[src/hdl/mcg_pkg.sv]
// Shared types, constants and calendar helper functions for the month calendar grid.
// No dependencies; imported by every other file of the block.
`default_nettype none

package mcg_pkg;

    localparam int MCG_YEAR_W    = 14;
    localparam int MCG_MONTH_W   = 4;
    localparam int MCG_DAY_W     = 5;
    localparam int MCG_PART_W    = 2;
    localparam int MCG_GRID_ROWS = 6;
    localparam int MCG_COLS      = 7;
    localparam int MCG_QDEPTH    = 2;

    localparam logic [MCG_YEAR_W-1:0]  MCG_YEAR_MIN  = 14'd1900;
    localparam logic [MCG_YEAR_W-1:0]  MCG_YEAR_MAX  = 14'd9999;
    localparam logic [MCG_MONTH_W-1:0] MCG_MONTH_JAN = 4'd1;
    localparam logic [MCG_MONTH_W-1:0] MCG_MONTH_FEB = 4'd2;
    localparam logic [MCG_MONTH_W-1:0] MCG_MONTH_DEC = 4'd12;

    // Grid cell owner codes
    localparam logic [MCG_PART_W-1:0] MCG_PART_PREV = 2'd0;
    localparam logic [MCG_PART_W-1:0] MCG_PART_CUR  = 2'd1;
    localparam logic [MCG_PART_W-1:0] MCG_PART_NEXT = 2'd2;

    // Per-page descriptor handed from the front end to the cell generator
    typedef struct packed {
        logic [2:0]           lead;        // previous-month cells before day 1
        logic [MCG_DAY_W-1:0] this_len;    // length of the requested month
        logic [MCG_DAY_W-1:0] prev_first;  // first previous-month day shown
    } t_mcg_desc;

    // Month length; month 0 is December of the year before
    function automatic logic [MCG_DAY_W-1:0] mcg_month_len(
        input logic [MCG_MONTH_W-1:0] m,
        input logic                   leap
    );
        logic [MCG_DAY_W-1:0] len;
        case (m) inside
            MCG_MONTH_FEB:              len = leap ? 5'd29 : 5'd28;
            4'd4, 4'd6, 4'd9, 4'd11:    len = 5'd30;
            default:                    len = 5'd31;
        endcase
        return len;
    endfunction

    // Zeller month term floor(26*(mm+1)/10), January and February as 13 and 14
    function automatic logic [5:0] mcg_zeller_term(input logic [MCG_MONTH_W-1:0] m);
        logic [5:0] t;
        case (m)
            4'd1:    t = 6'd36;
            4'd2:    t = 6'd39;
            4'd3:    t = 6'd10;
            4'd4:    t = 6'd13;
            4'd5:    t = 6'd15;
            4'd6:    t = 6'd18;
            4'd7:    t = 6'd20;
            4'd8:    t = 6'd23;
            4'd9:    t = 6'd26;
            4'd10:   t = 6'd28;
            4'd11:   t = 6'd31;
            default: t = 6'd33;
        endcase
        return t;
    endfunction

endpackage

`default_nettype wire

[src/hdl/mcg_ifs.sv]
// Handshake interfaces for the request channel and the grid cell channel.
// Depends on mcg_pkg for field widths.
`default_nettype none

interface mcg_req_if
    import mcg_pkg::*;
();
    logic                   valid;
    logic                   ready;
    logic [MCG_YEAR_W-1:0]  year;
    logic [MCG_MONTH_W-1:0] month;

    modport source (output valid, output year, output month, input ready);
    modport sink   (input valid, input year, input month, output ready);
endinterface

interface mcg_cell_if
    import mcg_pkg::*;
();
    logic                  valid;
    logic                  ready;
    logic [MCG_DAY_W-1:0]  day_number;
    logic [MCG_PART_W-1:0] month_part;
    logic                  last_cell;

    modport source (output valid, output day_number, output month_part, output last_cell,
                    input ready);
    modport sink   (input valid, input day_number, input month_part, input last_cell,
                    output ready);
endinterface

`default_nettype wire

[src/hdl/month_calendar_grid_core.sv]
// Month calendar grid: one request (Gregorian year, month) in, GRID_ROWS*7 grid cells out,
// Monday first, in row order. Each cell carries the day shown, which month it belongs to
// (previous, requested, next) and a flag on the final cell. Years outside 1900..9999 and
// months outside 1..12 are clamped. The front end is a six-stage pipeline that clamps the
// request, finds the weekday of the first with Zeller's congruence (divisions by 100 and 7
// done as reciprocal multiplies) and the month lengths; its page descriptor goes through a
// two-entry queue to the cell generator, which emits one cell per cycle, while the cell
// channel is not stalled, into a registered output. Grids follow each other with no gap
// while requests keep coming. The request channel keeps accepting while cells still drain,
// until the queue and the front pipeline fill. There is no configuration and no state
// beyond the items in flight. Depends on mcg_pkg, mcg_ifs, mcg_front, mcg_fifo, mcg_back.
`default_nettype none

module month_calendar_grid_core
    import mcg_pkg::*;
#(
    parameter int GRID_ROWS = MCG_GRID_ROWS
) (
    input  wire logic  i_clk,
    input  wire logic  i_rst_n,
    mcg_req_if.sink    i_req,
    mcg_cell_if.source o_cell
);

    // front end to queue
    t_mcg_desc w_f_desc;
    logic      w_f_valid;
    logic      w_f_ready;

    // queue to cell generator
    t_mcg_desc w_q_desc;
    logic      w_q_valid;
    logic      w_q_ready;

    // clamp, classify and compute the page descriptor
    mcg_front u_front (
        .i_clk        (i_clk),
        .i_rst_n      (i_rst_n),
        .i_req        (i_req),
        .o_desc       (w_f_desc),
        .o_desc_valid (w_f_valid),
        .i_desc_ready (w_f_ready)
    );

    // decouple descriptor production from cell emission
    mcg_fifo u_fifo (
        .i_clk        (i_clk),
        .i_rst_n      (i_rst_n),
        .i_desc       (w_f_desc),
        .i_push_valid (w_f_valid),
        .o_push_ready (w_f_ready),
        .o_desc       (w_q_desc),
        .o_pop_valid  (w_q_valid),
        .i_pop_ready  (w_q_ready)
    );

    // walk the grid, one cell per cycle while the cell channel is not stalled
    mcg_back #(
        .GRID_ROWS (GRID_ROWS)
    ) u_back (
        .i_clk        (i_clk),
        .i_rst_n      (i_rst_n),
        .i_desc       (w_q_desc),
        .i_desc_valid (w_q_valid),
        .o_desc_ready (w_q_ready),
        .o_cell       (o_cell)
    );

endmodule

`default_nettype wire

[src/hdl/mcg_front.sv]
// Front end: accepts requests, clamps them and works out the page descriptor
// (leading days, month length, first previous-month day). Depends on mcg_pkg, mcg_ifs.
`default_nettype none

module mcg_front
    import mcg_pkg::*;
(
    input  wire logic  i_clk,
    input  wire logic  i_rst_n,
    mcg_req_if.sink    i_req,
    output t_mcg_desc  o_desc,
    output logic       o_desc_valid,
    input  wire logic  i_desc_ready
);

    logic w_en;

    // stage 0: clamped request
    logic                   r0_v;
    logic [MCG_YEAR_W-1:0]  r0_y;
    logic [MCG_MONTH_W-1:0] r0_m;
    logic [MCG_YEAR_W-1:0]  n0_y;
    logic [MCG_MONTH_W-1:0] n0_m;

    // stage 1: year times reciprocal of 100
    logic                   r1_v;
    logic [26:0]            r1_prod;
    logic [MCG_YEAR_W-1:0]  r1_y;
    logic [MCG_MONTH_W-1:0] r1_m;

    // stage 2: century and year of century
    logic                   r2_v;
    logic [6:0]             r2_cy;
    logic [6:0]             r2_ry;
    logic [1:0]             r2_y4;
    logic [MCG_MONTH_W-1:0] r2_m;
    logic [6:0]             n2_cy;
    logic [MCG_YEAR_W-1:0]  w2_hund;
    logic [MCG_YEAR_W-1:0]  w2_rem;

    // stage 3: Zeller sum and month lengths
    logic                 r3_v;
    logic [9:0]           r3_s;
    logic [MCG_DAY_W-1:0] r3_len;
    logic [MCG_DAY_W-1:0] r3_plen;
    logic                 w3_leap;
    logic                 w3_jf;
    logic [6:0]           w3_rz;
    logic [6:0]           w3_cz;
    logic [9:0]           w3_s;

    // stage 4: sum times reciprocal of 7
    logic                 r4_v;
    logic [18:0]          r4_prod;
    logic [9:0]           r4_s;
    logic [MCG_DAY_W-1:0] r4_len;
    logic [MCG_DAY_W-1:0] r4_plen;

    // stage 5: descriptor
    logic                 r5_v;
    t_mcg_desc            r5_desc;
    logic [7:0]           w5_q;
    logic [9:0]           w5_h;
    logic [2:0]           w5_lead;

    // advance the whole pipe unless the descriptor at the end is blocked
    assign w_en        = !r5_v || i_desc_ready;
    assign i_req.ready = w_en;

    always_comb begin
        n0_y = i_req.year;
        if (i_req.year < MCG_YEAR_MIN) begin
            n0_y = MCG_YEAR_MIN;
        end else if (i_req.year > MCG_YEAR_MAX) begin
            n0_y = MCG_YEAR_MAX;
        end
        n0_m = i_req.month;
        if (i_req.month < MCG_MONTH_JAN) begin
            n0_m = MCG_MONTH_JAN;
        end else if (i_req.month > MCG_MONTH_DEC) begin
            n0_m = MCG_MONTH_DEC;
        end
    end

    // floor(y/100) = (y*5243)>>19 exactly for y up to 9999
    assign n2_cy   = r1_prod[25:19];
    assign w2_hund = MCG_YEAR_W'(n2_cy) * 14'd100;
    assign w2_rem  = r1_y - w2_hund;

    always_comb begin
        w3_leap = ((r2_y4 == 2'd0) && (r2_ry != 7'd0)) ||
                  ((r2_ry == 7'd0) && (r2_cy[1:0] == 2'd0));
        w3_jf   = (r2_m <= MCG_MONTH_FEB);
        // January and February belong to the year before
        w3_rz   = r2_ry;
        w3_cz   = r2_cy;
        if (w3_jf) begin
            if (r2_ry == 7'd0) begin
                w3_rz = 7'd99;
                w3_cz = r2_cy - 7'd1;
            end else begin
                w3_rz = r2_ry - 7'd1;
            end
        end
        w3_s = 10'(w3_rz) + 10'(w3_rz[6:2]) + 10'(w3_cz[6:2]) + 10'(w3_cz) * 10'd5
             + 10'(mcg_zeller_term(r2_m));
    end

    // floor(s/7) = (s*293)>>11 exactly for s up to 684; the sum never exceeds 681
    assign w5_q    = r4_prod[18:11];
    assign w5_h    = r4_s - 10'(w5_q) * 10'd7;
    assign w5_lead = (w5_h[2:0] == 3'd0) ? 3'd6 : (w5_h[2:0] - 3'd1);

    always_ff @(posedge i_clk) begin
        if (!i_rst_n) begin
            r0_v <= 1'b0;
            r1_v <= 1'b0;
            r2_v <= 1'b0;
            r3_v <= 1'b0;
            r4_v <= 1'b0;
            r5_v <= 1'b0;
        end else if (w_en) begin
            r0_v <= i_req.valid;
            r1_v <= r0_v;
            r2_v <= r1_v;
            r3_v <= r2_v;
            r4_v <= r3_v;
            r5_v <= r4_v;
        end
    end

    always_ff @(posedge i_clk) begin
        if (w_en) begin
            r0_y    <= n0_y;
            r0_m    <= n0_m;

            r1_prod <= 27'(r0_y) * 27'd5243;
            r1_y    <= r0_y;
            r1_m    <= r0_m;

            r2_cy   <= n2_cy;
            r2_ry   <= w2_rem[6:0];
            r2_y4   <= r1_y[1:0];
            r2_m    <= r1_m;

            r3_s    <= w3_s;
            r3_len  <= mcg_month_len(r2_m, w3_leap);
            r3_plen <= mcg_month_len(r2_m - 4'd1, w3_leap);

            r4_prod <= 19'(r3_s) * 19'd293;
            r4_s    <= r3_s;
            r4_len  <= r3_len;
            r4_plen <= r3_plen;

            r5_desc.lead       <= w5_lead;
            r5_desc.this_len   <= r4_len;
            r5_desc.prev_first <= r4_plen - MCG_DAY_W'(w5_lead) + 5'd1;
        end
    end

    assign o_desc       = r5_desc;
    assign o_desc_valid = r5_v;

endmodule

`default_nettype wire

[src/hdl/mcg_fifo.sv]
// Short descriptor queue between the front end and the cell generator.
// Depends on mcg_pkg for the descriptor type and depth.
`default_nettype none

module mcg_fifo
    import mcg_pkg::*;
(
    input  wire logic      i_clk,
    input  wire logic      i_rst_n,
    input  wire t_mcg_desc i_desc,
    input  wire logic      i_push_valid,
    output logic           o_push_ready,
    output t_mcg_desc      o_desc,
    output logic           o_pop_valid,
    input  wire logic      i_pop_ready
);

    localparam int AW = (MCG_QDEPTH > 1) ? $clog2(MCG_QDEPTH) : 1;
    localparam int CW = $clog2(MCG_QDEPTH + 1);

    t_mcg_desc       r_mem [MCG_QDEPTH];
    logic [AW-1:0]   r_wp;
    logic [AW-1:0]   r_rp;
    logic [CW-1:0]   r_cnt;
    logic            w_push;
    logic            w_pop;

    assign o_push_ready = (r_cnt != CW'(MCG_QDEPTH));
    assign o_pop_valid  = (r_cnt != '0);
    assign w_push       = i_push_valid && o_push_ready;
    assign w_pop        = o_pop_valid && i_pop_ready;
    assign o_desc       = r_mem[r_rp];

    always_ff @(posedge i_clk) begin
        if (!i_rst_n) begin
            r_wp  <= '0;
            r_rp  <= '0;
            r_cnt <= '0;
        end else begin
            if (w_push) begin
                r_wp <= (r_wp == AW'(MCG_QDEPTH - 1)) ? '0 : r_wp + 1'b1;
            end
            if (w_pop) begin
                r_rp <= (r_rp == AW'(MCG_QDEPTH - 1)) ? '0 : r_rp + 1'b1;
            end
            case ({w_push, w_pop})
                2'b10:   r_cnt <= r_cnt + 1'b1;
                2'b01:   r_cnt <= r_cnt - 1'b1;
                default: r_cnt <= r_cnt;
            endcase
        end
    end

    always_ff @(posedge i_clk) begin
        if (w_push) begin
            r_mem[r_wp] <= i_desc;
        end
    end

endmodule

`default_nettype wire

[src/hdl/mcg_back.sv]
// Cell generator: walks one page descriptor per grid, one cell a cycle while the cell
// channel is not stalled, into a registered output. Depends on mcg_pkg, mcg_ifs.
`default_nettype none

module mcg_back
    import mcg_pkg::*;
#(
    parameter int GRID_ROWS = MCG_GRID_ROWS
) (
    input  wire logic      i_clk,
    input  wire logic      i_rst_n,
    input  wire t_mcg_desc i_desc,
    input  wire logic      i_desc_valid,
    output logic           o_desc_ready,
    mcg_cell_if.source     o_cell
);

    localparam int TOTAL = GRID_ROWS * MCG_COLS;
    localparam int KW    = $clog2(TOTAL);

    logic                  r_busy;
    logic [KW-1:0]         r_k;
    logic [2:0]            r_lead;
    logic [MCG_DAY_W-1:0]  r_len;
    logic [MCG_DAY_W-1:0]  r_prev;
    logic [MCG_DAY_W-1:0]  r_cur;
    logic [MCG_DAY_W-1:0]  r_nxt;

    logic                  r_o_v;
    logic [MCG_DAY_W-1:0]  r_o_day;
    logic [MCG_PART_W-1:0] r_o_part;
    logic                  r_o_last;

    logic                  w_adv;
    logic                  w_fin;
    logic                  w_load;
    logic [MCG_DAY_W-1:0]  n_day;
    logic [MCG_PART_W-1:0] n_part;

    assign w_adv        = !r_o_v || o_cell.ready;
    assign w_fin        = r_busy && (r_k == KW'(TOTAL - 1));
    // take the next descriptor as the last cell leaves, so grids run back to back
    assign w_load       = w_adv && (!r_busy || w_fin) && i_desc_valid;
    assign o_desc_ready = w_adv && (!r_busy || w_fin);

    always_comb begin
        if (r_lead != 3'd0) begin
            n_day  = r_prev;
            n_part = MCG_PART_PREV;
        end else if (r_len != '0) begin
            n_day  = r_cur;
            n_part = MCG_PART_CUR;
        end else begin
            n_day  = r_nxt;
            n_part = MCG_PART_NEXT;
        end
    end

    always_ff @(posedge i_clk) begin
        if (!i_rst_n) begin
            r_busy <= 1'b0;
            r_o_v  <= 1'b0;
            r_k    <= '0;
        end else if (w_adv) begin
            r_o_v <= r_busy;
            if (w_load) begin
                r_busy <= 1'b1;
                r_k    <= '0;
            end else if (w_fin) begin
                r_busy <= 1'b0;
            end else if (r_busy) begin
                r_k <= r_k + 1'b1;
            end
        end
    end

    always_ff @(posedge i_clk) begin
        if (w_adv) begin
            if (r_busy) begin
                r_o_day  <= n_day;
                r_o_part <= n_part;
                r_o_last <= w_fin;
            end
            if (w_load) begin
                r_lead <= i_desc.lead;
                r_len  <= i_desc.this_len;
                r_prev <= i_desc.prev_first;
                r_cur  <= 5'd1;
                r_nxt  <= 5'd1;
            end else if (r_busy) begin
                if (r_lead != 3'd0) begin
                    r_lead <= r_lead - 3'd1;
                    r_prev <= r_prev + 5'd1;
                end else if (r_len != '0) begin
                    r_len <= r_len - 5'd1;
                    r_cur <= r_cur + 5'd1;
                end else begin
                    r_nxt <= r_nxt + 5'd1;
                end
            end
        end
    end

    assign o_cell.valid      = r_o_v;
    assign o_cell.day_number = r_o_day;
    assign o_cell.month_part = r_o_part;
    assign o_cell.last_cell  = r_o_last;

    // a shown day is never zero
    a_day_nonzero: assert property (@(posedge i_clk) disable iff (!i_rst_n)
        r_o_v |-> (r_o_day != '0))
        else $error("grid cell with day zero");

    // previous-month days are always from the closing week of that month
    a_prev_late: assert property (@(posedge i_clk) disable iff (!i_rst_n)
        (r_o_v && (r_o_part == MCG_PART_PREV)) |-> (r_o_day >= 5'd23))
        else $error("previous-month day out of closing week");

    // a grid of six or more rows always ends in next-month days
    a_last_next: assert property (@(posedge i_clk) disable iff (!i_rst_n)
        (r_o_v && r_o_last) |-> (r_o_part == MCG_PART_NEXT))
        else $error("last cell not in next month");

    // never more than six leading previous-month cells to walk
    a_lead_range: assert property (@(posedge i_clk) disable iff (!i_rst_n)
        r_busy |-> (r_lead <= 3'd6))
        else $error("leading cell count out of range");

endmodule

`default_nettype wire
[src/flat_wrapper.sv]
// flat-port wrapper written by rule: the top's interface ports become plain ports
module month_calendar_grid_core_flat import mcg_pkg::*;
#(
    parameter int GRID_ROWS = MCG_GRID_ROWS
)
  (i_clk, i_rst_n, i_req_valid, i_req_year, i_req_month, i_req_ready, o_cell_valid, o_cell_day_number, o_cell_month_part, o_cell_last_cell, o_cell_ready);
  mcg_req_if i_req_i ();
  mcg_cell_if o_cell_i ();
  input  wire logic i_clk;
  input  wire logic i_rst_n;
  input wire logic [$bits(i_req_i.valid)-1:0] i_req_valid;
  input wire logic [$bits(i_req_i.year)-1:0] i_req_year;
  input wire logic [$bits(i_req_i.month)-1:0] i_req_month;
  output wire logic [$bits(i_req_i.ready)-1:0] i_req_ready;
  output wire logic [$bits(o_cell_i.valid)-1:0] o_cell_valid;
  output wire logic [$bits(o_cell_i.day_number)-1:0] o_cell_day_number;
  output wire logic [$bits(o_cell_i.month_part)-1:0] o_cell_month_part;
  output wire logic [$bits(o_cell_i.last_cell)-1:0] o_cell_last_cell;
  input wire logic [$bits(o_cell_i.ready)-1:0] o_cell_ready;
  assign i_req_i.valid = i_req_valid;
  assign i_req_i.year = i_req_year;
  assign i_req_i.month = i_req_month;
  assign i_req_ready = i_req_i.ready;
  assign o_cell_valid = o_cell_i.valid;
  assign o_cell_day_number = o_cell_i.day_number;
  assign o_cell_month_part = o_cell_i.month_part;
  assign o_cell_last_cell = o_cell_i.last_cell;
  assign o_cell_i.ready = o_cell_ready;
  month_calendar_grid_core #(.GRID_ROWS(GRID_ROWS)) u_core (.i_clk(i_clk), .i_rst_n(i_rst_n), .i_req(i_req_i), .o_cell(o_cell_i));
endmodule
[config.mk]
export PLATFORM = sky130hd
export DESIGN_NAME = month_calendar_grid_core_flat
export DESIGN_NICKNAME = d
export VERILOG_FILES = /design/src/hdl/mcg_pkg.sv /design/src/hdl/mcg_ifs.sv /design/src/hdl/month_calendar_grid_core.sv /design/src/hdl/mcg_front.sv /design/src/hdl/mcg_fifo.sv /design/src/hdl/mcg_back.sv /design/src/flat_wrapper.sv
export SDC_FILE = /design/constraint.sdc
export NUM_CORES = 1
export LEC_CHECK = 0
export BUFFER_PORTS_ARGS = -buffer_cell sky130_fd_sc_hd__buf_2
export CAP_MARGIN = 20
export CORE_MARGIN = 5
export CORE_UTILIZATION = 60
export CTS_CLUSTER_SIZE = 10
export DETAILED_ROUTE_END_ITERATION = 12
export PLACE_DENSITY = 0.81
export SKIP_CTS_REPAIR_TIMING = 1
export SLEW_MARGIN = 20
export SYNTH_ARGS = -nofsm -noshare
export SYNTH_HDL_FRONTEND = slang
export SYNTH_SLANG_ARGS = --single-unit
[constraint.sdc]
create_clock -name i_clk -period 14.43 [get_ports i_clk]
set_input_delay 2.1645 -clock i_clk [delete_from_list [all_inputs] [get_ports i_clk]]
set_output_delay 2.1645 -clock i_clk [all_outputs]
set_load 0.02 [all_outputs]
==> metrics list, run 1 <==
- Share of synthesized registers carrying an async set or reset: 0%
* Avg Cell Area, Syn: 11.4 µm²
- In the final layout, the share of cells above drive strength 1 is ~7%.
- Max-cap violations in this run came to 0.
- In this design, the stage delay of the slowest critical-path cell is ~0.54 ns.
- Setup repair after global routing left no endpoint under its margin.
- Clock-pin slew was measured on the worst setup and hold paths at ~0.070 ns.
- Dividing the detail-routed wire length by the instance count gives roughly 15 µm.
- Synthesized net count: 1,367
* Initial cell density of the core: approximately 60%
* Arrival time at the worst endpoint: ~5.8 ns
- Die W: 153 µm
- Required time of the worst setup path: approximately 15 ns
- The floorplan step defined a die boundary enclosing roughly 23,000 µm².
- In this run the clock root is driven by a sky130_fd_sc_hd__clkbuf_16.
- Number of CTS-inserted buffers: 17
- For this run, the post-layout net count is roughly 1,400.
* Most frequent standard cell in the layout excluding fill and tap cells: sky130_fd_sc_hd__inv_1
* Max Clock Skew: between 0.015 and 0.02 ns
- For this design the top-level I/O count stands at 32.
- The routed layout has 7,409 vias.
- Worst Setup SP: u_core.u_front.r2_ry[0]
- The run finished with clean final reports.
- Walking the worst path, the cells encountered are inv_1 > ha_1 > nor4b_4 > and2_4 > nand2_4 > or4_4 > xnor2_2 > inv_2 > fa_1 > inv_1 > ha_1 > inv_1 > fa_1 > inv_1 > ha_1 > ha_1 > inv_1 > fa_1 > nor2b_1 > o21ai_0 > a21boi_0 > o21ai_0 > nor2b_1 > xnor2_1.
- Port buffering added 31 buffers.
- The clock net in this run drives a total of between 150 and 200 sinks.
- The worst setup path is launched from a flip-flop.
- In this run the worst path has a maximum fanout of 6.
* Cell count after synthesis: ~1,100
- N_diodes: 0
- Clock latency on the worst-skew pair, taken at its later pin, is about 0.43 ns.
* Primary flip-flop cell chosen by synthesis mapping: sky130_fd_sc_hd__edfxtp_1
- Transition time of the tightest slew-check pin: roughly 0.95 ns
* Total wire length after detailed routing: roughly 21 mm
- Remaining DRCs: 0
- Top achievable clock speed: ~180 MHz
- Die Ht: 153 µm
- H-tree lvl count: 4
* GRT Max-Usage Layer: met2
- The detailed router finished its first iteration with 383 violations.
* #FFs+latches synth: approximately 160
- Global routing used just under 20% of the available tracks.
- The synthesized netlist occupies a cell area of approximately 12,000 µm².
- Critical Path End: u_core.u_front.r3_s[7]
* TritonCTS clock tree: yes
- Highest-delay cell along the critical path: sky130_fd_sc_hd__fa_1
- Endpoint type of the worst setup path: flip-flop
- GP Congestion: approximately 0.9
- The total area inside the core boundary comes to 20,200 µm².
- Dividing the detail-routed via count by the number of cells gives between 5 and 6.
- Crit path buf inv count: 6
* Met1 layer usage reported by global route: between 20% and 30%
- The number of global-route vias before repair was about 8,000.
- CTS Buffer Depth: 2
- For this run, global-route usage on met2 was measured as a little over a third.
- In this run the worst hold path is classified as flip-flop to flip-flop.
* Number of warning messages in the yosys log: 0
* Cell types occupying the most area after synthesis: sky130_fd_sc_hd__edfxtp_1 34%, sky130_fd_sc_hd__ha_1 18%, sky130_fd_sc_hd__fa_1 15%
* RR Endpoint: u_core.u_front.r3_s[7]
* Total stage count of the critical path: 24
- The initial antenna violation count came to 0.
- The worst path needs ~5.6 ns of the cycle, external delays included.
* Post-synthesis sequential area ratio: 38.2%
* Remaining antenna violation count: 0
- The synthesized design spends more area on one cell type than any other, namely sky130_fd_sc_hd__edfxtp_1.
- Cells on Worst Hold Path: 0
* Count of final max-slew check failures: 0
* Cell family with the largest share of critical-path delay: adder cells
- Commonest cells after routing, fill and taps aside: 219 x sky130_fd_sc_hd__inv_1, 181 x sky130_fd_sc_hd__ha_1, 139 x sky130_fd_sc_hd__edfxtp_1
- Critical Path Most Common Cell: sky130_fd_sc_hd__inv_1
* WS Path Type: flip-flop to flip-flop
- Syn-to-layout area delta: 8.51%
* Global-route wire length before repair: ~37 mm
* Number of cells on the worst reg-to-reg path: 24
- The final count of hold timing violations came to 0.
- After layout, the worst path uses between 30% and 40% of the clock period.
- Placement Rows: 52
- Met3 layer usage reported by global route: 3.76%
- Launch instance of the worst register-to-register path: u_core.u_front.r2_ry[0]
- Total of fill cells in the finished design: between 1,000 and 1,500
- R2R Setup Slk: 8.84 ns
- Entering global routing, the biggest net connects a little under 60 pins.
- The netlist uses 59 different library cells.
- In this run the biggest area consumer among cell types represents about a third of the synthesized area.
- In the final timing run, aggregate negative setup slack is 0 ns.
- The first detailed-routing pass ran for 5 iterations.
- Setup violations remaining at the end of the flow were counted as 0.
- Worst slew margin: between 30% and 40%
- After global routing the overflow that remains totals 0.
* Number of synthesized flops with an enable pin: roughly 140
* Sum of net half-perimeters after detailed placement: approximately 17 mm
kinds of logic (layout without fill, tap and decap cells):
group           after synthesis  count (layout)  synth area share [%]
compound gates              113             113                  5.88
xor+xnor                     69              69                  5.00
fa+ha+maj                   275             275                  33.9
buf+inv                     236             287                  7.33
flops                       164             164                  38.2
mux                          21              21                  1.73
simple gates                192             192                  8.04
routing by layer:
metal / wire length [µm] / vias to the layer above
met3: 744 / 42
met5: 0 / -
met2: 11500 / 133
met4: 612 / 0
li1: - / 3650
met1: 8670 / 3584
synth_stat cells (2+ instances only):
cell	n
sky130_fd_sc_hd__a211oi_1	6
sky130_fd_sc_hd__a21boi_0	7
sky130_fd_sc_hd__a21o_1	9
sky130_fd_sc_hd__a21oi_1	37
sky130_fd_sc_hd__a221oi_1	2
sky130_fd_sc_hd__a31oi_1	2
sky130_fd_sc_hd__and2_1	8
sky130_fd_sc_hd__and3_1	6
sky130_fd_sc_hd__buf_2	3
sky130_fd_sc_hd__clkbuf_1	11
sky130_fd_sc_hd__dfxtp_1	25
sky130_fd_sc_hd__edfxtp_1	139
sky130_fd_sc_hd__fa_1	94
sky130_fd_sc_hd__ha_1	181
sky130_fd_sc_hd__inv_1	219
sky130_fd_sc_hd__inv_2	2
sky130_fd_sc_hd__mux2i_1	20
sky130_fd_sc_hd__nand2_1	44
sky130_fd_sc_hd__nand2b_1	6
sky130_fd_sc_hd__nand3_1	19
sky130_fd_sc_hd__nand3b_1	2
sky130_fd_sc_hd__nand4_1	9
sky130_fd_sc_hd__nor2_1	52
sky130_fd_sc_hd__nor2b_1	14
sky130_fd_sc_hd__nor3_1	12
sky130_fd_sc_hd__nor4b_4	2
sky130_fd_sc_hd__o211ai_1	2
sky130_fd_sc_hd__o21a_1	4
sky130_fd_sc_hd__o21ai_0	27
sky130_fd_sc_hd__o22ai_1	3
sky130_fd_sc_hd__o31ai_1	2
sky130_fd_sc_hd__or3_1	8
sky130_fd_sc_hd__xnor2_1	51
sky130_fd_sc_hd__xor2_1	17
flip-flops by register name, summed over array words and instances, names as in the netlist, 3 cells and up, named ones only:
register and count:
u_core.u_front.r2_cy 7, u_core.u_back.r_k 6, u_core.u_back.r_lead 3, u_core.u_back.o_cell.day_number 5
u_core.u_back.r_len 5, u_core.u_front.r1_y 6, u_core.u_front.r2_ry 7, u_core.u_front.r3_s 10
u_core.u_back.r_prev 5, u_core.u_front.r1_prod 8, u_core.u_back.r_cur 5, u_core.u_front.o_desc 10
u_core.u_front.r0_y 14, u_core.u_front.r1_m 4, u_core.u_front.r2_m 4, u_core.u_front.r0_m 4
u_core.u_back.r_nxt 5, u_core.u_fifo.r_mem 20, u_core.u_front.r4_prod 5
per-stage QoR:
stage | area (µm²) | utilization [%] | cells | setup slack (ns) | hold slack (ns)
2_1_floorplan | 12200 | - | 1070 | 9.27 | 0.400
3_3_place_gp | 12700 | 62.9 | 1359 | 9.07 | 0.402
3_5_place_dp | 12700 | 62.9 | 1359 | 8.84 | 0.405
4_1_cts | 13300 | 65.9 | 1391 | 8.83 | 0.417
5_1_grt | 13300 | 65.9 | 1391 | 8.43 | 0.426
6_report | 13300 | 65.9 | 1391 | 8.84 | 0.417
worst min path at each step:
stage	to	from	slack [ns]
2_1_floorplan	u_core.u_front.o_desc[5]	u_core.u_front.r4_len[0]	0.40
3_3_place_gp	u_core.u_front.r4_plen[1]	u_core.u_front.r3_plen[1]	0.40
3_5_place_dp	u_core.u_front.r4_plen[1]	u_core.u_front.r3_plen[1]	0.40
4_1_cts	u_core.u_front.r2_ry[0]	u_core.u_front.r1_prod[0]	0.42
5_1_grt	u_core.u_front.r4_plen[1]	u_core.u_front.r3_plen[1]	0.43
6_report	u_core.u_front.r2_ry[0]	u_core.u_front.r1_prod[0]	0.42
final cells by class:
cell class / instances / area (µm²) / share of cell area [%]
Clock buffer: 18 / 429 / 3.23
Clock inverter: 14 / 165 / 1.24
Inverter: 221 / 830 / 6.24
Multi-Input combinational cell: 670 / 6670 / 50.2
Sequential cell: 164 / 4670 / 35.2
Tap cell: 270 / 338 / 2.54
Timing Repair Buffer: 34 / 178 / 1.34
worst register-to-register path, stage by stage, from the launching register on:
cell	delay [ns]
sky130_fd_sc_hd__edfxtp_1	0.43
sky130_fd_sc_hd__inv_1	0.08
sky130_fd_sc_hd__ha_1	0.23
sky130_fd_sc_hd__nor4b_4	0.30
sky130_fd_sc_hd__and2_4	0.22
sky130_fd_sc_hd__nand2_4	0.07
sky130_fd_sc_hd__or4_4	0.44
sky130_fd_sc_hd__xnor2_2	0.22
sky130_fd_sc_hd__inv_2	0.06
sky130_fd_sc_hd__fa_1	0.49
sky130_fd_sc_hd__inv_1	0.04
sky130_fd_sc_hd__ha_1	0.26
sky130_fd_sc_hd__inv_1	0.06
sky130_fd_sc_hd__fa_1	0.54
sky130_fd_sc_hd__inv_1	0.05
sky130_fd_sc_hd__ha_1	0.27
sky130_fd_sc_hd__ha_1	0.16
sky130_fd_sc_hd__inv_1	0.05
sky130_fd_sc_hd__fa_1	0.39
sky130_fd_sc_hd__nor2b_1	0.12
sky130_fd_sc_hd__o21ai_0	0.10
sky130_fd_sc_hd__a21boi_0	0.30
sky130_fd_sc_hd__o21ai_0	0.15
sky130_fd_sc_hd__nor2b_1	0.16
sky130_fd_sc_hd__xnor2_1	0.13
Power of run 1 is left out: the tool's default activity adds up to more than one toggle a clock period on the data nets, which glitch-free logic cannot reach.
==> run 2, diff against run 1 <==
ABC_AREA = 1   (was not set)
clock period = 5.8 ns   (was 14.43 ns; I/O delays follow)
==> run 2 against run 1 <==
Against the previous run: critical path depth is 4 lower; sequential cell count did not move; first-iteration DRC count fell by 3.7%; clock-buffer cell count decreased by 1; final cell count increased by 15%.
==> metrics list, run 2 <==
- Status: completed
- Count of final setup violators: 0 (unchanged)
- The worst slew margin relative to its limit was 40.3% (+4.1 points).
- Most numerous cell in the Yosys netlist: sky130_fd_sc_hd__inv_1
- The standard cell core area came to 21,000 µm² (+3.9%).
- N_diodes: 0 (unchanged)
- The global-route wire length before repair came to 39.8 mm (+8.0%).
- WS Path Type: flip-flop to flip-flop
- The final-layout setup total negative slack was 0 ns (unchanged).
- The weighted congestion reported at the end of routability-driven placement came to 0.901 (-2.2%).
- The violation count after the first detailed-route iteration is 369 (-3.7%).
- Total wire length after detailed routing: 23.2 mm (+8.0%)
* Syn-to-layout area delta: 8.58% (about the same)
* Skew-Pair Late Insertion Delay: 0.43 ns (about the same)
- Die W: 156 µm (+1.8%)
* Transition time of the tightest slew-check pin: 0.892 ns (-0.0607 ns)
* Number of nets at the end of the flow: 1,613 (+15%)
- Leaving out fill and tap cells, the most frequent cell in the layout is sky130_fd_sc_hd__inv_1.
- The most critical setup path has its startpoint at u_core.u_front.r2_m[3].
- Final period util: 84.7% (+46 points)
* Number of cells on the worst reg-to-reg path: 20 (-17%)
* Count of final max-slew check failures: 0 (unchanged)
* Die Area: 24,200 µm² (+3.6%)
- Largest register FFs: 20 (unchanged)
- The number of warnings issued by yosys was 0 (unchanged).
- Endpoint type of the worst setup path: flip-flop
- Required time of the worst setup path: 5.97 ns (-8.63 ns)
- The min-delay analysis places its worst path in the category flip-flop to flip-flop.
- The number of antenna-violating nets in the routed design is 0 (unchanged).
- The combined global-route utilization of all metal layers was 20.3% (+0.96 points).
- The largest registers in the layout are u_core.u_fifo.r_mem x20, u_core.u_front.r0_y x14.
- The top cell types in the final layout, fill and taps aside, are 282 x sky130_fd_sc_hd__inv_1, 181 x sky130_fd_sc_hd__ha_1, 180 x sky130_fd_sc_hd__nand2_1.
* Routed vias: 8,441 (+14%)
* Number of CTS-inserted buffers: 17 (unchanged)
- The worst register-to-register path ends at u_core.u_front.r3_s[8].
- Cells on Worst Hold Path: 0 (unchanged)
- Number of synthesized flops with an enable pin: 139 (unchanged)
* Remaining DRCs: 0 (unchanged)
- Share of the synthesized area in the top cell type: 32.8% (-1.3 points)
- Buffers on Ports: 31 (unchanged)
- First drt pass iteration count: 5 (unchanged)
- The number of synthesized register bits is 164 (unchanged).
* Initial cell density of the core: 60.7% (about the same)
- The sequential cell area fraction in the yosys report came to 36.7% (-1.4 points).
- Cell types occupying the most area after synthesis: sky130_fd_sc_hd__edfxtp_1 33%, sky130_fd_sc_hd__ha_1 18%, sky130_fd_sc_hd__fa_1 15%
- The synthesized netlist net count was 1,571 (+15%).
- Avg Cell Area, Syn: 9.98 µm² (-13%)
- The number of sinks driven by the clock tree was 164 (unchanged).
- The number of cell rows came to 53 (+1.9%).
- Register ranked first by flip-flop count: u_core.u_fifo.r_mem
- The achievable frequency was 204 MHz (+14%).
- The count of distinct cell types in the synthesized netlist was 52 (-12%).
- Share of synthesized registers carrying an async set or reset: 0% (unchanged)
* Initial antenna violation count: 0 (unchanged)
- Clock slew at reported path FFs: 0.08 ns (about the same)
* Arrival time at the worst endpoint: 5.09 ns (-0.68 ns)
* Hold Crit Start: u_core.u_front.r4_len[0]
- Remaining Overflow, GRT: 0 (unchanged)
* Mean routed wirelength per cell: 14.5 µm (-6.3%)
- Setup repair after global routing left no endpoint under its margin.
- Pin count of the biggest net entering global routing: 62 (+5.1%)
- The deepest level of the CTS H-tree is 4 (unchanged).
- Summed over all instances, the cell type with the most area after synthesis is sky130_fd_sc_hd__edfxtp_1.
* Sum of net half-perimeters after detailed placement: 18.6 mm (+12%)
- Post-placement cell count: 1,572 (+16%)
- The startpoint identified for the worst register-to-register timing path is u_core.u_front.r2_m[3].
- The worst hold path terminates at u_core.u_front.o_desc[5].
- The reported max-cap violation count came to 0 (unchanged).
- Max Clock Skew: 0.0184 ns (+0.00340 ns)
- R2R Setup Slk: 0.89 ns (-7.95 ns)
- Top-Level Pins: 32 (unchanged)
- CTS Buffer Depth: 2 (unchanged)
- The worst setup path is launched from a flip-flop.
- TritonCTS built the clock tree.
* Die Ht: 156 µm (+1.8%)
* Primary flip-flop cell chosen by synthesis mapping: sky130_fd_sc_hd__edfxtp_1
- Minimum clock period: 4.91 ns (-0.682 ns)
* Clk Tree Root Cell: sky130_fd_sc_hd__clkbuf_16
* Vias/cell: 5.26 (-1.2%)
- By count the netlist is led by 282 x sky130_fd_sc_hd__inv_1, 181 x sky130_fd_sc_hd__ha_1, 180 x sky130_fd_sc_hd__nand2_1.
- Proportion of layout cells with a drive suffix above 1: 6.92% (-0.21 points)
* Via count of the first global-routing pass: 8,845 (+11%)
- Cell area after technology mapping: 12,700 µm² (+3.9%)
- The peak fanout along the critical path came to 6 (unchanged).
* Non-Filler Instances: 1,604 (+15%)
* Endpoints failing hold: 0 (unchanged)
* Cell count after synthesis: 1,274 (+19%)
==> run 2: changes by cell type after synthesis, moves of 14 or more <==
| cell | previous run | this run |
|---|---|---|
| sky130_fd_sc_hd__nand2_1 | 44 | 180 |
| sky130_fd_sc_hd__inv_1 | 219 | 282 |
| sky130_fd_sc_hd__xnor2_1 | 51 | 23 |
| sky130_fd_sc_hd__nand3_1 | 19 | 40 |
| sky130_fd_sc_hd__nor2_1 | 52 | 73 |
| sky130_fd_sc_hd__o21ai_0 | 27 | 48 |
| sky130_fd_sc_hd__mux2i_1 | 20 | 0 |
| sky130_fd_sc_hd__a21oi_1 | 37 | 51 |
| sky130_fd_sc_hd__nor2b_1 | 14 | 0 |
==> run 2: stage by stage <==
step | area (µm²) | hold WS [ns] | worst slack [ns] | util (%)
after floorplan | 12700 | 0.400 | 1.22 | -
after global placement | 13200 | 0.405 | 1.03 | 62.9
after detailed placement | 13200 | 0.410 | 0.909 | 62.9
after CTS | 13800 | 0.427 | 0.882 | 65.9
after global routing | 13800 | 0.434 | 0.541 | 65.9
final | 13800 | 0.425 | 0.887 | 65.9
==> run 2: area by class of cell <==
class                      count  area [µm²]
clock buffer                  17         425
clock inverter                15         203
fill                        1562        7140
inverter                     286        1080
multi-input combinational    814        6920
sequential                   164        4670
tap                          275         344
timing repair buffer          33         170
==> run 2: cell families (layout without fill, tap and decap cells) <==
group,count (synthesis),after routing,share of synthesized area [%]
fa+ha+maj,275,275,32.6
simple gates,350,350,12.1
xor+xnor,50,50,3.44
buf+inv,296,351,8.92
flops,164,164,36.7
compound gates,139,139,6.24
==> run 2: how the worst max path moves through the flow <==
stage	end	slack (ns)	depth (start not counted)
2_1_floorplan	u_core.u_front.r3_s[8]	1.22	21
3_3_place_gp	u_core.u_front.r3_s[9]	1.03	21
3_5_place_dp	u_core.u_front.r3_s[9]	0.91	20
4_1_cts	u_core.u_front.r3_s[9]	0.88	20
5_1_grt	u_core.u_front.r3_s[9]	0.54	21
6_report	u_core.u_front.r3_s[8]	0.89	20
==> run 2: critical path: stages (launching register included) <==
cell and delay (ns):
sky130_fd_sc_hd__edfxtp_1 0.48, sky130_fd_sc_hd__nor2_4 0.18, sky130_fd_sc_hd__nand2_2 0.12, sky130_fd_sc_hd__nor3_4 0.29
sky130_fd_sc_hd__inv_1 0.13, sky130_fd_sc_hd__nand3_1 0.15, sky130_fd_sc_hd__inv_1 0.09, sky130_fd_sc_hd__fa_1 0.54
sky130_fd_sc_hd__inv_1 0.05, sky130_fd_sc_hd__fa_1 0.47, sky130_fd_sc_hd__inv_1 0.05, sky130_fd_sc_hd__fa_1 0.52
sky130_fd_sc_hd__inv_1 0.05, sky130_fd_sc_hd__fa_1 0.50, sky130_fd_sc_hd__inv_1 0.05, sky130_fd_sc_hd__ha_1 0.35
sky130_fd_sc_hd__a21oi_1 0.16, sky130_fd_sc_hd__nand2_1 0.11, sky130_fd_sc_hd__nand4_1 0.10, sky130_fd_sc_hd__o211ai_1 0.10
sky130_fd_sc_hd__xor2_1 0.15
==> run 2: layer usage <==
layer  share of wire [%]  up-vias  track usage [%]
met1                  41     4027             23.9
met3                 2.9       41             2.94
li1                    -     4227                -
met2                  54      146             38.2
met5                   0        -                0
met4                 2.3        0             6.38
Power of run 2 is left out for the same reason.
==> run 3, diff against run 2 <==
CORE_UTILIZATION = 58   (was 60)
PLACE_DENSITY = 0.82   (was 0.81)
clock period = 4.3 ns   (was 5.8 ns; I/O delays follow)
==> run 3 against run 2 <==
Against the previous run: maximum frequency rose by 4.1%; highest routed layer unchanged; setup slack got worse by 1.3 ns; the flow now finishes with violations (setup timing); die area up 3.2%; global-route usage grew 1.5 points; worst hold slack better by 0.0011 ns.
==> metrics list, run 3 (synthesized netlist as in run 2, its figures left out) <==
- Violations in the final reports: setup timing
- Initial cell density of the core: 58.6% (-2.1 points)
- Traced cell by cell, the critical path runs through inv_2 > ha_4 > nand3_4 > nor3_4 > nand3_2 > xor2_2 > fa_1 > inv_1 > fa_1 > inv_1 > fa_1 > inv_1 > fa_1 > inv_2 > ha_4 > nand2_2 > o211ai_1 > buf_4 > nand4_1 > nand2_1 > xor2_1.
- The combined global-route utilization of all metal layers was 21.8% (+1.5 points).
- Setup repair after global routing missed its margin: yes
- GP Congestion: 0.931 (+3.3%)
- Count of final setup violators: 14 (+14)
- First drt pass iteration count: 5 (unchanged)
* Remaining DRCs: 0 (unchanged)
- Largest incremental delay on the critical path: 0.51 ns (-0.03 ns)
- Worst-path maximum fanout: 4 (-2)
* GR Util met2: 41.9% (+3.7 points)
* Worst slew margin: 40.2% (-0.099 points)
* Remaining Overflow, GRT: 0 (unchanged)
- Die Ht: 158 µm (+1.6%)
* Highest-delay cell along the critical path: sky130_fd_sc_hd__fa_1
* Status: complete, but fails checks
- Endpoints failing hold: 0 (unchanged)
* Proportion of layout cells with a drive suffix above 1: 22.2% (+15 points)
- The smallest setup slack after layout came to -0.418 ns (-1.30 ns).
- The area of the die was 25,000 µm² (+3.2%).
- Buffers on Ports: 31 (unchanged)
- TNS Setup: -3.96 ns (-3.96 ns)
- Clock Sinks: 164 (unchanged)
- Endpoint type of the worst setup path: flip-flop
- CTS Buffer Depth: 2 (unchanged)
- Total wire length after detailed routing: 31.4 mm (+35%)
- met2 is the most crowded layer.
- The largest registers in the layout are u_core.u_fifo.r_mem x20, u_core.u_front.r0_y x14.
* Commonest cells after routing, fill and taps aside: 258 x sky130_fd_sc_hd__inv_1, 164 x sky130_fd_sc_hd__nand2_1, 160 x sky130_fd_sc_hd__ha_1
* Initial antenna violation count: 0 (unchanged)
- TritonCTS built the clock tree.
- Sequential standard cell area: 4670 µm² (unchanged)
- The number of cell rows is 54 (+1.9%).
- The violation count after the first detailed-route iteration was 661 (+79%).
- The flip-flop count of the largest register, all copies and words added came to 20 (unchanged).
* Pin count of the biggest net entering global routing: 69 (+11%)
* Skew-Pair Late Insertion Delay: 0.45 ns (+0.02 ns)
- Top-Level Pins: 32 (unchanged)
* Core Footprint: 21,700 µm² (+3.5%)
- N_diodes: 0 (unchanged)
- Leaving out fill and tap cells, the most frequent cell in the layout is sky130_fd_sc_hd__inv_1.
- Required time of the worst setup path: 4.50 ns (-1.47 ns)
* Register ranked first by flip-flop count: u_core.u_fifo.r_mem
* Mean routed wirelength per cell: 18.2 µm (+26%)
- Top achievable clock speed: 212 MHz (+4.1%)
- The vias per cell was 5.68 (+7.9%).
- The multi-input gate area in the final layout came to 7510 µm² (+8.5%).
* Via count of the first global-routing pass: 9,497 (+7.4%)
- The ratio of final minimum period to clock period came to 110% (+25 points).
- Met1 layer usage reported by global route: 24.0% (+0.13 points)
- Transition time of the tightest slew-check pin: 0.896 ns (+0.00478 ns)
* Total of fill cells in the finished design: 1,302 (-17%)
* Max Clock Skew: 0.0136 ns (-0.00482 ns)
* Global-route wire length before repair: 43.3 mm (+8.8%)
- The reported max-cap violation count is 0 (unchanged).
- Kind of start point of the critical path: flip-flop
* Number of nets at the end of the flow: 1,731 (+7.3%)
* R2R Setup Slk: -0.42 ns (-1.30 ns)
- The overall die width is 158 µm (+1.6%).
* Critical Path Most Common Cell: sky130_fd_sc_hd__fa_1
* Worst hold path class: flip-flop to flip-flop
- CTS placed an instance of sky130_fd_sc_hd__clkbuf_16 at the clock tree root.
- Met3 layer usage reported by global route: 3.58% (+0.64 points)
- Remaining antenna violation count: 0 (unchanged)
* Syn-to-layout area delta: 20.5%
- Routed vias: 9,810 (+16%)
* Count of final max-slew check failures: 0 (unchanged)
- The half-perimeter wire length after detailed placement is 20.0 mm (+7.6%).
- WS Path Type: flip-flop to flip-flop
- The clock transition at the register clock pins on the worst setup and hold paths after CTS came to 0.08 ns (about the same).
- H-tree lvl count: 4 (unchanged)
* Arrival time at the worst endpoint: 4.92 ns (-0.17 ns)
- The final critical path time including I/O delays and setup came to 4.72 ns (-0.195 ns).
* Number of CTS-inserted buffers: 17 (unchanged)
==> run 3: cell types whose count changed in the layout (fill, tap and decap cells not counted), moves of 12 or more <==
| cell | previous run | this run |
|---|---|---|
| sky130_fd_sc_hd__buf_4 | 2 | 111 |
| sky130_fd_sc_hd__a21oi_2 | 1 | 13 |
| sky130_fd_sc_hd__ha_4 | 0 | 18 |
| sky130_fd_sc_hd__inv_2 | 2 | 26 |
| sky130_fd_sc_hd__a21oi_1 | 51 | 35 |
| sky130_fd_sc_hd__inv_1 | 282 | 258 |
| sky130_fd_sc_hd__ha_1 | 181 | 160 |
| sky130_fd_sc_hd__nand2_1 | 180 | 164 |
==> run 3: worst paths after layout <==
kind	startpoint	to	cells after the start
worst max-delay path	u_core.u_front.r2_ry[0]	u_core.u_front.r3_s[9]	21
worst min-delay path	u_core.u_front.r3_plen[0]	u_core.u_front.r4_plen[0]	0
worst max register to register	u_core.u_front.r2_ry[0]	u_core.u_front.r3_s[9]	21
worst min register to register	u_core.u_front.r3_plen[0]	u_core.u_front.r4_plen[0]	0
==> run 3: area by class of cell <==
type                    instances  share of cell area (%)
clock buffers                  17                    2.78
clock inverters                15                    1.31
inverters                     286                    7.02
multi-input cells             814                    49.0
flip-flops and latches        164                    30.5
well taps                     280                    2.29
repair buffers                151                    7.11
==> run 3: layer usage <==
metal  wire length [µm]  vias to the layer above
met5                  0                        -
met4               2050                        0
met3               1650                      194
met2              16700                      480
met1              11100                     4668
li1                   -                     4468
==> run 3: worst max-delay path: cells and delay by family, from the launching register on <==
| family | cells | cell delay, ns |
|---|---|---|
| AOI/OAI and AO/OA | 1 | 0.17 |
| xor gates and xnor gates | 2 | 0.27 |
| adders and majority gates | 6 | 2.40 |
| buffers and inverters | 6 | 0.49 |
| DFF | 1 | 0.44 |
| and+or+nand+nor | 6 | 0.71 |
==> run 3: stage by stage <==
stage / instance area [µm²] / setup slack, ns / cells / util, % / hold slack, ns
floorplan: 12800 / -0.238 / 1274 / - / 0.400
global placement: 13900 / -0.282 / 1669 / 64.3 / 0.402
detailed placement: 13900 / -0.504 / 1669 / 64.3 / 0.405
CTS: 14600 / -0.543 / 1701 / 67.2 / 0.400
global route: 15300 / -0.562 / 1727 / 70.7 / 0.418
finish: 15300 / -0.418 / 1727 / 70.7 / 0.426
Power of run 3 is left out for the same reason.
